--- src/hw/rtl/sps_pkg.sv ---
// ---------------------------------------------------------------------------
// sps_pkg
// Shared constants, state codes and the xorshift32 step for the seeded
// permutation shuffle.
// ---------------------------------------------------------------------------
package sps_pkg;

   localparam int MAX_COUNT   = 64;
   localparam int CNT_W       = 7;
   localparam int SEED_W      = 32;
   localparam int VAL_W       = 6;
   localparam int STORE_DEPTH = 64;
   localparam int BIT_CNT_W   = $clog2(SEED_W);
   localparam int REQ_DATA_W  = ((CNT_W + SEED_W + 7) / 8) * 8;
   localparam int RSP_DATA_W  = ((VAL_W + 7) / 8) * 8;

   localparam int STATE_W = 4;
   localparam logic [STATE_W-1:0] S_IDLE    = 4'd0;
   localparam logic [STATE_W-1:0] S_FILL    = 4'd1;
   localparam logic [STATE_W-1:0] S_STEP    = 4'd2;
   localparam logic [STATE_W-1:0] S_DIV     = 4'd3;
   localparam logic [STATE_W-1:0] S_RDA     = 4'd4;
   localparam logic [STATE_W-1:0] S_RDB     = 4'd5;
   localparam logic [STATE_W-1:0] S_WRA     = 4'd6;
   localparam logic [STATE_W-1:0] S_WRB     = 4'd7;
   localparam logic [STATE_W-1:0] S_EMIT_RD = 4'd8;
   localparam logic [STATE_W-1:0] S_LOAD    = 4'd9;
   localparam logic [STATE_W-1:0] S_WAIT    = 4'd10;

   localparam logic [CNT_W-1:0] CNT_ONE = 7'd1;
   localparam logic [CNT_W-1:0] CNT_TWO = 7'd2;
   localparam logic [CNT_W-1:0] CNT_MAX = CNT_W'(MAX_COUNT);

   function automatic logic [SEED_W-1:0] xs32(input logic [SEED_W-1:0] x);
      logic [SEED_W-1:0] y;
      y = x ^ (x << 13);
      y = y ^ (y >> 17);
      y = y ^ (y << 5);
      return y;
   endfunction

endpackage

--- src/hw/rtl/sps_ram.sv ---
// ---------------------------------------------------------------------------
// sps_ram
// Generic single-write, single-read RAM with registered read data.
// ---------------------------------------------------------------------------
module sps_ram #(
   parameter int WIDTH = 8,
   parameter int DEPTH = 64
) (
   input  logic                     clock,
   input  logic                     wr_en,
   input  logic [$clog2(DEPTH)-1:0] wr_addr,
   input  logic [WIDTH-1:0]         wr_data,
   input  logic [$clog2(DEPTH)-1:0] rd_addr,
   output logic [WIDTH-1:0]         rd_data
);

   logic [WIDTH-1:0] mem_ff [DEPTH];
   logic [WIDTH-1:0] rd_data_ff;

   always_ff @(posedge clock) begin
      if (wr_en) begin
         mem_ff[wr_addr] <= wr_data;
      end
      rd_data_ff <= mem_ff[rd_addr];
   end

   assign rd_data = rd_data_ff;

endmodule

--- src/hw/rtl/seeded_permutation_shuffle.sv ---
// ---------------------------------------------------------------------------
// seeded_permutation_shuffle
// Fisher-Yates shuffle of 0..count-1 driven by an xorshift32 generator.
// ---------------------------------------------------------------------------
// Usage: a request transfer on req_ carries a count (saturated to 64) and
// a 32-bit seed. The block writes the identity permutation into its order
// RAM, mixes seed|1 once, then for index = count down to 2 advances the
// generator, forms (state mod index) one bit per cycle with a restoring
// remainder loop, and swaps entries index-1 and that remainder through the
// single RAM read port. It then sends count response transfers on rsp_,
// with rsp_tlast on the final value. A count of zero gives no response.
// Per request the block takes an accept step and a fill step per entry;
// each swap takes a generator step, a remainder step per state bit, RAM
// reads of both entries and writes of both, and each response value goes
// through read, load and wait states, the last held until rsp_tready.
// The remainder loop and the one RAM read port set the total time.
// One request is handled at a time: req_tready is high only while idle.
// A stalled receiver holds the response register; work resumes on its
// transfer. Reset returns the controller to idle and drops rsp_tvalid; the
// RAM contents are not cleared.
// ---------------------------------------------------------------------------
module seeded_permutation_shuffle (
   input  logic                          clock,
   input  logic                          reset,
   input  logic                          req_tvalid,
   output logic                          req_tready,
   // [6:0] count, [38:7] seed, [39] zero
   input  logic [sps_pkg::REQ_DATA_W-1:0] req_tdata,
   output logic                          rsp_tvalid,
   input  logic                          rsp_tready,
   // [5:0] value, [7:6] zero
   output logic [sps_pkg::RSP_DATA_W-1:0] rsp_tdata,
   output logic                          rsp_tlast
);
   import sps_pkg::*;

   logic [STATE_W-1:0]   state_ff, state_in;
   logic [CNT_W-1:0]     n_ff, n_in;
   logic [CNT_W-1:0]     idx_ff, idx_in;
   logic [SEED_W-1:0]    rng_ff, rng_in;
   logic [SEED_W-1:0]    shreg_ff, shreg_in;
   logic [VAL_W-1:0]     rem_ff, rem_in;
   logic [BIT_CNT_W-1:0] bit_ff, bit_in;
   logic [VAL_W-1:0]     ptr_ff, ptr_in;
   logic [VAL_W-1:0]     hold_ff, hold_in;
   logic                 rsp_valid_ff, rsp_valid_in;
   logic [VAL_W-1:0]     rsp_value_ff, rsp_value_in;
   logic                 rsp_last_ff, rsp_last_in;

   logic                 wr_en;
   logic [VAL_W-1:0]     wr_addr, wr_data, rd_addr, rd_data;

   logic [CNT_W-1:0]     req_count, sat_count, ptr_next;
   logic [SEED_W-1:0]    req_seed;
   logic [VAL_W:0]       trial;
   logic [VAL_W-1:0]     swap_a;

   assign req_count = req_tdata[CNT_W-1:0];
   assign req_seed  = req_tdata[CNT_W+SEED_W-1:CNT_W];
   assign sat_count = (req_count > CNT_MAX) ? CNT_MAX : req_count;
   assign ptr_next  = {1'b0, ptr_ff} + CNT_ONE;
   assign trial     = {rem_ff, shreg_ff[SEED_W-1]};
   assign swap_a    = VAL_W'(idx_ff - CNT_ONE);

   sps_ram #(
      .WIDTH (VAL_W),
      .DEPTH (STORE_DEPTH)
   ) u_order_ram (
      .clock   (clock),
      .wr_en   (wr_en),
      .wr_addr (wr_addr),
      .wr_data (wr_data),
      .rd_addr (rd_addr),
      .rd_data (rd_data)
   );

   always_comb begin
      state_in     = state_ff;
      n_in         = n_ff;
      idx_in       = idx_ff;
      rng_in       = rng_ff;
      shreg_in     = shreg_ff;
      rem_in       = rem_ff;
      bit_in       = bit_ff;
      ptr_in       = ptr_ff;
      hold_in      = hold_ff;
      rsp_valid_in = rsp_valid_ff;
      rsp_value_in = rsp_value_ff;
      rsp_last_in  = rsp_last_ff;
      wr_en        = 1'b0;
      wr_addr      = ptr_ff;
      wr_data      = ptr_ff;
      rd_addr      = ptr_ff;
      case (state_ff)
         S_IDLE: begin
            if (req_tvalid) begin
               n_in     = sat_count;
               idx_in   = sat_count;
               rng_in   = xs32(req_seed | SEED_W'(1));
               ptr_in   = '0;
               state_in = (sat_count == '0) ? S_IDLE : S_FILL;
            end
         end
         S_FILL: begin
            wr_en  = 1'b1;
            ptr_in = ptr_next[VAL_W-1:0];
            if (ptr_next == n_ff) begin
               ptr_in   = '0;
               state_in = (n_ff > CNT_ONE) ? S_STEP : S_EMIT_RD;
            end
         end
         S_STEP: begin
            rng_in   = xs32(rng_ff);
            shreg_in = xs32(rng_ff);
            rem_in   = '0;
            bit_in   = '0;
            state_in = S_DIV;
         end
         S_DIV: begin
            // restoring remainder, one state bit per cycle, MSB first
            if (trial >= idx_ff) begin
               rem_in = VAL_W'(trial - idx_ff);
            end else begin
               rem_in = trial[VAL_W-1:0];
            end
            shreg_in = shreg_ff << 1;
            bit_in   = bit_ff + 1'b1;
            if (bit_ff == BIT_CNT_W'(SEED_W - 1)) begin
               state_in = S_RDA;
            end
         end
         S_RDA: begin
            rd_addr  = swap_a;
            state_in = S_RDB;
         end
         S_RDB: begin
            rd_addr  = rem_ff;
            hold_in  = rd_data;
            state_in = S_WRA;
         end
         S_WRA: begin
            wr_en    = 1'b1;
            wr_addr  = swap_a;
            wr_data  = rd_data;
            state_in = S_WRB;
         end
         S_WRB: begin
            wr_en    = 1'b1;
            wr_addr  = rem_ff;
            wr_data  = hold_ff;
            idx_in   = idx_ff - CNT_ONE;
            state_in = (idx_ff == CNT_TWO) ? S_EMIT_RD : S_STEP;
         end
         S_EMIT_RD: begin
            rd_addr  = ptr_ff;
            state_in = S_LOAD;
         end
         S_LOAD: begin
            rsp_valid_in = 1'b1;
            rsp_value_in = rd_data;
            rsp_last_in  = (ptr_next == n_ff);
            state_in     = S_WAIT;
         end
         S_WAIT: begin
            if (rsp_tready) begin
               rsp_valid_in = 1'b0;
               ptr_in       = ptr_next[VAL_W-1:0];
               state_in     = rsp_last_ff ? S_IDLE : S_EMIT_RD;
            end
         end
         default: begin
            state_in = S_IDLE;
         end
      endcase
   end

   always_ff @(posedge clock) begin
      if (reset) begin
         state_ff     <= S_IDLE;
         rsp_valid_ff <= 1'b0;
         rng_ff       <= '0;
      end else begin
         state_ff     <= state_in;
         rsp_valid_ff <= rsp_valid_in;
         rng_ff       <= rng_in;
      end
   end

   always_ff @(posedge clock) begin
      n_ff         <= n_in;
      idx_ff       <= idx_in;
      shreg_ff     <= shreg_in;
      rem_ff       <= rem_in;
      bit_ff       <= bit_in;
      ptr_ff       <= ptr_in;
      hold_ff      <= hold_in;
      rsp_value_ff <= rsp_value_in;
      rsp_last_ff  <= rsp_last_in;
   end

   assign req_tready = (state_ff == S_IDLE);
   assign rsp_tvalid = rsp_valid_ff;
   assign rsp_tdata  = RSP_DATA_W'(rsp_value_ff);
   assign rsp_tlast  = rsp_last_ff;

`ifndef NO_ASSERTIONS
   a_valid_in_wait : assert property (@(posedge clock) disable iff (reset)
      rsp_tvalid |-> (state_ff == S_WAIT))
      else $error("response valid outside wait state");

   a_no_accept_while_busy : assert property (@(posedge clock) disable iff (reset)
      req_tready |-> !rsp_tvalid)
      else $error("request ready while a response is pending");

   a_rem_below_idx : assert property (@(posedge clock) disable iff (reset)
      (state_ff == S_DIV) |-> ({1'b0, rem_ff} < idx_ff))
      else $error("partial remainder not below divisor");

   a_idle_after_last : assert property (@(posedge clock) disable iff (reset)
      (rsp_tvalid && rsp_tready && rsp_tlast) |=> req_tready)
      else $error("not idle after final response transfer");

   a_swap_idx_range : assert property (@(posedge clock) disable iff (reset)
      (state_ff == S_STEP) |-> ((idx_ff >= CNT_TWO) && (idx_ff <= CNT_MAX)))
      else $error("swap index out of range");
`endif

endmodule
--- config.mk ---
export PLATFORM = sky130hd
export DESIGN_NAME = seeded_permutation_shuffle
export DESIGN_NICKNAME = d
export VERILOG_FILES = /design/src/hw/rtl/sps_pkg.sv /design/src/hw/rtl/sps_ram.sv /design/src/hw/rtl/seeded_permutation_shuffle.sv
export SDC_FILE = /design/constraint.sdc
export NUM_CORES = 1
export LEC_CHECK = 0
export ABC_AREA = 1
export ABC_CLOCK_PERIOD_IN_PS = 4700
export BUFFER_PORTS_ARGS = -buffer_cell sky130_fd_sc_hd__buf_2
export CAP_MARGIN = 20
export CORE_ASPECT_RATIO = 0.9
export CORE_MARGIN = 4
export CORE_UTILIZATION = 45
export DETAILED_ROUTE_END_ITERATION = 7
export MAX_ROUTING_LAYER = met4
export PLACE_DENSITY = 0.66
export SYNTH_ARGS = -nofsm -noshare
export SYNTH_HDL_FRONTEND = slang
export SYNTH_HIERARCHICAL = 1
export SYNTH_SLANG_ARGS = --single-unit
--- constraint.sdc ---
create_clock -name clock -period 4.7 [get_ports clock]
set_input_delay 0.235 -clock clock [delete_from_list [all_inputs] [get_ports clock]]
set_output_delay 0.235 -clock clock [all_outputs]
set_load 0.02 [all_outputs]
==> results.yml <==
synth:
  ys.flop_type: "edfxtp_1"
  synth_mux_area_frac: 0
  ys_ff_latch: 503
  synth_top_cell_by_area: "edfxtp_1"
  synth_common_cells: "nand2_1, edfxtp_1, nand3_1"
  synth_simple_gate_area_frac: 0.233
  synthAdderAreaFrac: 0.00741
  synth_seq_area_share: 0.639
  synthXorXnorAreaFrac: 0.0474
  synth_top_cell_area_share: 0.601
  ys_types: 43
  syn_area_sq_um: 23000
  avgSynthCellArea_sq_um: 10.3
  async_reset_ff_frac: 0
  yosys_warnings: 6
  synthTopCellsByArea: "edfxtp_1, nand2_1, nand3_1"
  synth_top_family_by_area: "simple AND/OR/NAND/NOR gates"
  synth_compound_area_frac: 0.0295
  syn_inst: 2230
  yosysMostFrequentCell: "nand2_1"
  synth-edff-count: 460
floorplanning:
  core_sq_um: 50500
  die_area_sq_um: 54700
  fp.dieW_um: 246
  initial_utilization: 0.455
  rows: 78
  pin_count: 55
  die_height_um: 222
hold_path:
  worstHoldPathType: "input port to flip-flop"
  hold_start: "req_tdata[4]"
timing:
  setup_slack_ns: 0.955
  tns_ns: 0
  slew_violations: 0
  max_slew_margin: 0.245
  period_share: 0.797
  fin_crit_ns: 3.74
  hold_viol: 0
  worst_pin_slew_ns: 1.13
  fmax_mhz: 267
  worst_clock_skew_ns: 0.0329
  setup_viol: 0
  rsz0062_at_grt: "false"
  hold-worst-slack_ns: 0.0575
global_routing:
  grt_max_degree: 193
  antenna_found_initial: 0
  grt_pass1_wl_mm: 86.6
  gr-usage-all-layers: 0.207
  grt_pass1_vias: 15300
  overflow: 0
layout:
  final_area_sq_um: 25400
  nets: 2319
  drive_above_1_share: 0.0851
  fillCellCount: 4425
  diodes: 0
  area_growth_pct: 10.7
routing:
  routed_wirelength_mm: 55.6
  num_vias: 16200
  wl_met2_mm: 24.7
  drc: 0
  highest_layer: "met4"
  wl_met1_mm: 25.2
  drt-initial-drc-count: 1698
  wl_met3_mm: 4.57
  wl_per_cell_um: 18.6
  firstDrtPassIters: 6
  via_per_inst: 5.42
  detail-route-antenna-nets: 0
setup_path:
  crit_arrival_ns: 4.02
  crit_fanout: 16
  critical_path_required_ns: 4.97
  max_stage_delay_ns: 0.69
  start_kind: "flip-flop"
  crit_start: "state_ff[1]"
  crit_chain: "nand2_1 > nor2_4 > inv_1 > o221ai_1 > inv_1 > nand4_1 > nor2_1"
  crit_path_end_kind: "flip-flop"
  critical_path_class: "flip-flop to flip-flop"
  cpMaxStageDelayCell: "o221ai_1"
  cpMostUsedCell: "inv_1"
  r2r_start: "state_ff[1]"
clock_tree:
  cts.clk_slew.worst_paths_ns: 0.06
  clockBufferDepth: 3
  cts_htree_levels: 2
  numCtsBuffers: 51
  cts_tree: "done"
  cts_sinks: 503
  clkLatencyLatePin_ns: 0.62
  clock-root-buffer: "clkbuf_16"
power_and_ir_drop:
  power_w: 0.0176
  cellPowerDensity_nw_per_um2: 691
  peakVddDrop_uv: 383
  p_leak_nw: 9.71
placement:
  placed_cell_area_sq_um: 23900
  portBuffers: 50
  place.gp.congestion: 0.927
  dpl_worst_slack_ns: 1.01
  dpl.hpwl_mm: 34.5
run:
  cap_violations: 0
outcome:
  status: "finished, final reports clean"
==> critical path, delay by kind of cell, from the launching register on <==
kind	cells	cell delay, ns
AOI/OAI and AO/OA	1	0.69
buffers and inverters	2	0.58
DFF	1	0.55
and+or+nand+nor	4	1.60
==> cell type report <==
type / count / area (sq um) / area share
clock buffer: 65 / 1340 / 0.0526
clock inverter: 29 / 195 / 0.00767
inverter: 116 / 438 / 0.0172
multi-input combinational: 1502 / 7350 / 0.289
sequential: 503 / 14700 / 0.577
tap: 680 / 851 / 0.0334
timing repair buffer: 88 / 596 / 0.0234
==> path summary, 6_finish.rpt <==
| check | slack (ns) | to | cells after the start |
|---|---|---|---|
| setup reg to reg | 0.96 | u_order_ram/mem_ff[36][3] | 7 |
| setup / recovery | 0.96 | u_order_ram/mem_ff[36][3] | 7 |
| hold reg to reg | 0.47 | rsp_tvalid | 2 |
| hold / removal | 0.06 | n_ff[4] | 3 |
==> per-layer routing <==
metal  vias to the layer above  track usage
met5                         -            -
met4                         0       0.0538
met3                        83       0.0299
met2                       683        0.303
met1                      7706        0.306
li1                       7682            -
==> metrics by stage <==
step                 util  instances
floorplan               -       2231
global placement    0.473       2884
detailed placement  0.473       2884
CTS                 0.504       2982
global route        0.504       2983
finish              0.504       2983
==> cell families (layout without fill, tap and decap cells) <==
family                     count (synthesis)  count (layout)
other                                      1               2
AOI/OAI and AO/OA                        117             117
DFF                                      503             503
buffers and inverters                    226             298
and+or+nand+nor                         1255            1255
xor gates and xnor gates                 115             115
adders and majority gates                 13              13
==> what timing repair did <==
item / in CTS / in global routing
gates resized for setup: 0 / 0
hold buffers: 4 / 0
setup buffers: 0 / 0
hold endpoints to repair: 6 / 0
==> layout by cell type (no fill, tap or decap), drive strengths merged, types with 2 or more instances in the layout <==
cell and instances:
xor2 64, a211oi 4, edfxtp 460, a21oi 28, o211ai 11, o221ai 5, o21ai 54, clkinv 26
nand3 381, inv 118, dfxtp 43, clkbuf 65, nor4 8, o2bb2ai 3, nor2 115, conb 2
nand4 16, nand2 726, xnor2 51, dlygate4sd3 4, o21bai 6, o22ai 4, ha 12, buf 84
nor3 2, or2 5
==> registers in the layout, summed over array words and instances, names as in the netlist <==
signal               cells
rsp_value_ff             6
n_ff                     7
rsp_tvalid               1
rng_ff                  32
bit_ff                   5
ptr_ff                   6
shreg_ff                32
rsp_tlast                1
u_order_ram/rd_data      6
u_order_ram/mem_ff     384
state_ff                 4
hold_ff                  6
rem_ff                   6
idx_ff                   7
==> power breakdown <==
part           internal [W]  switching, W
clock               0.00208       0.00168
combinational       0.00207       0.00529
sequential          0.00612      0.000355
No activity file was read; power rests on OpenSTA's default activity.
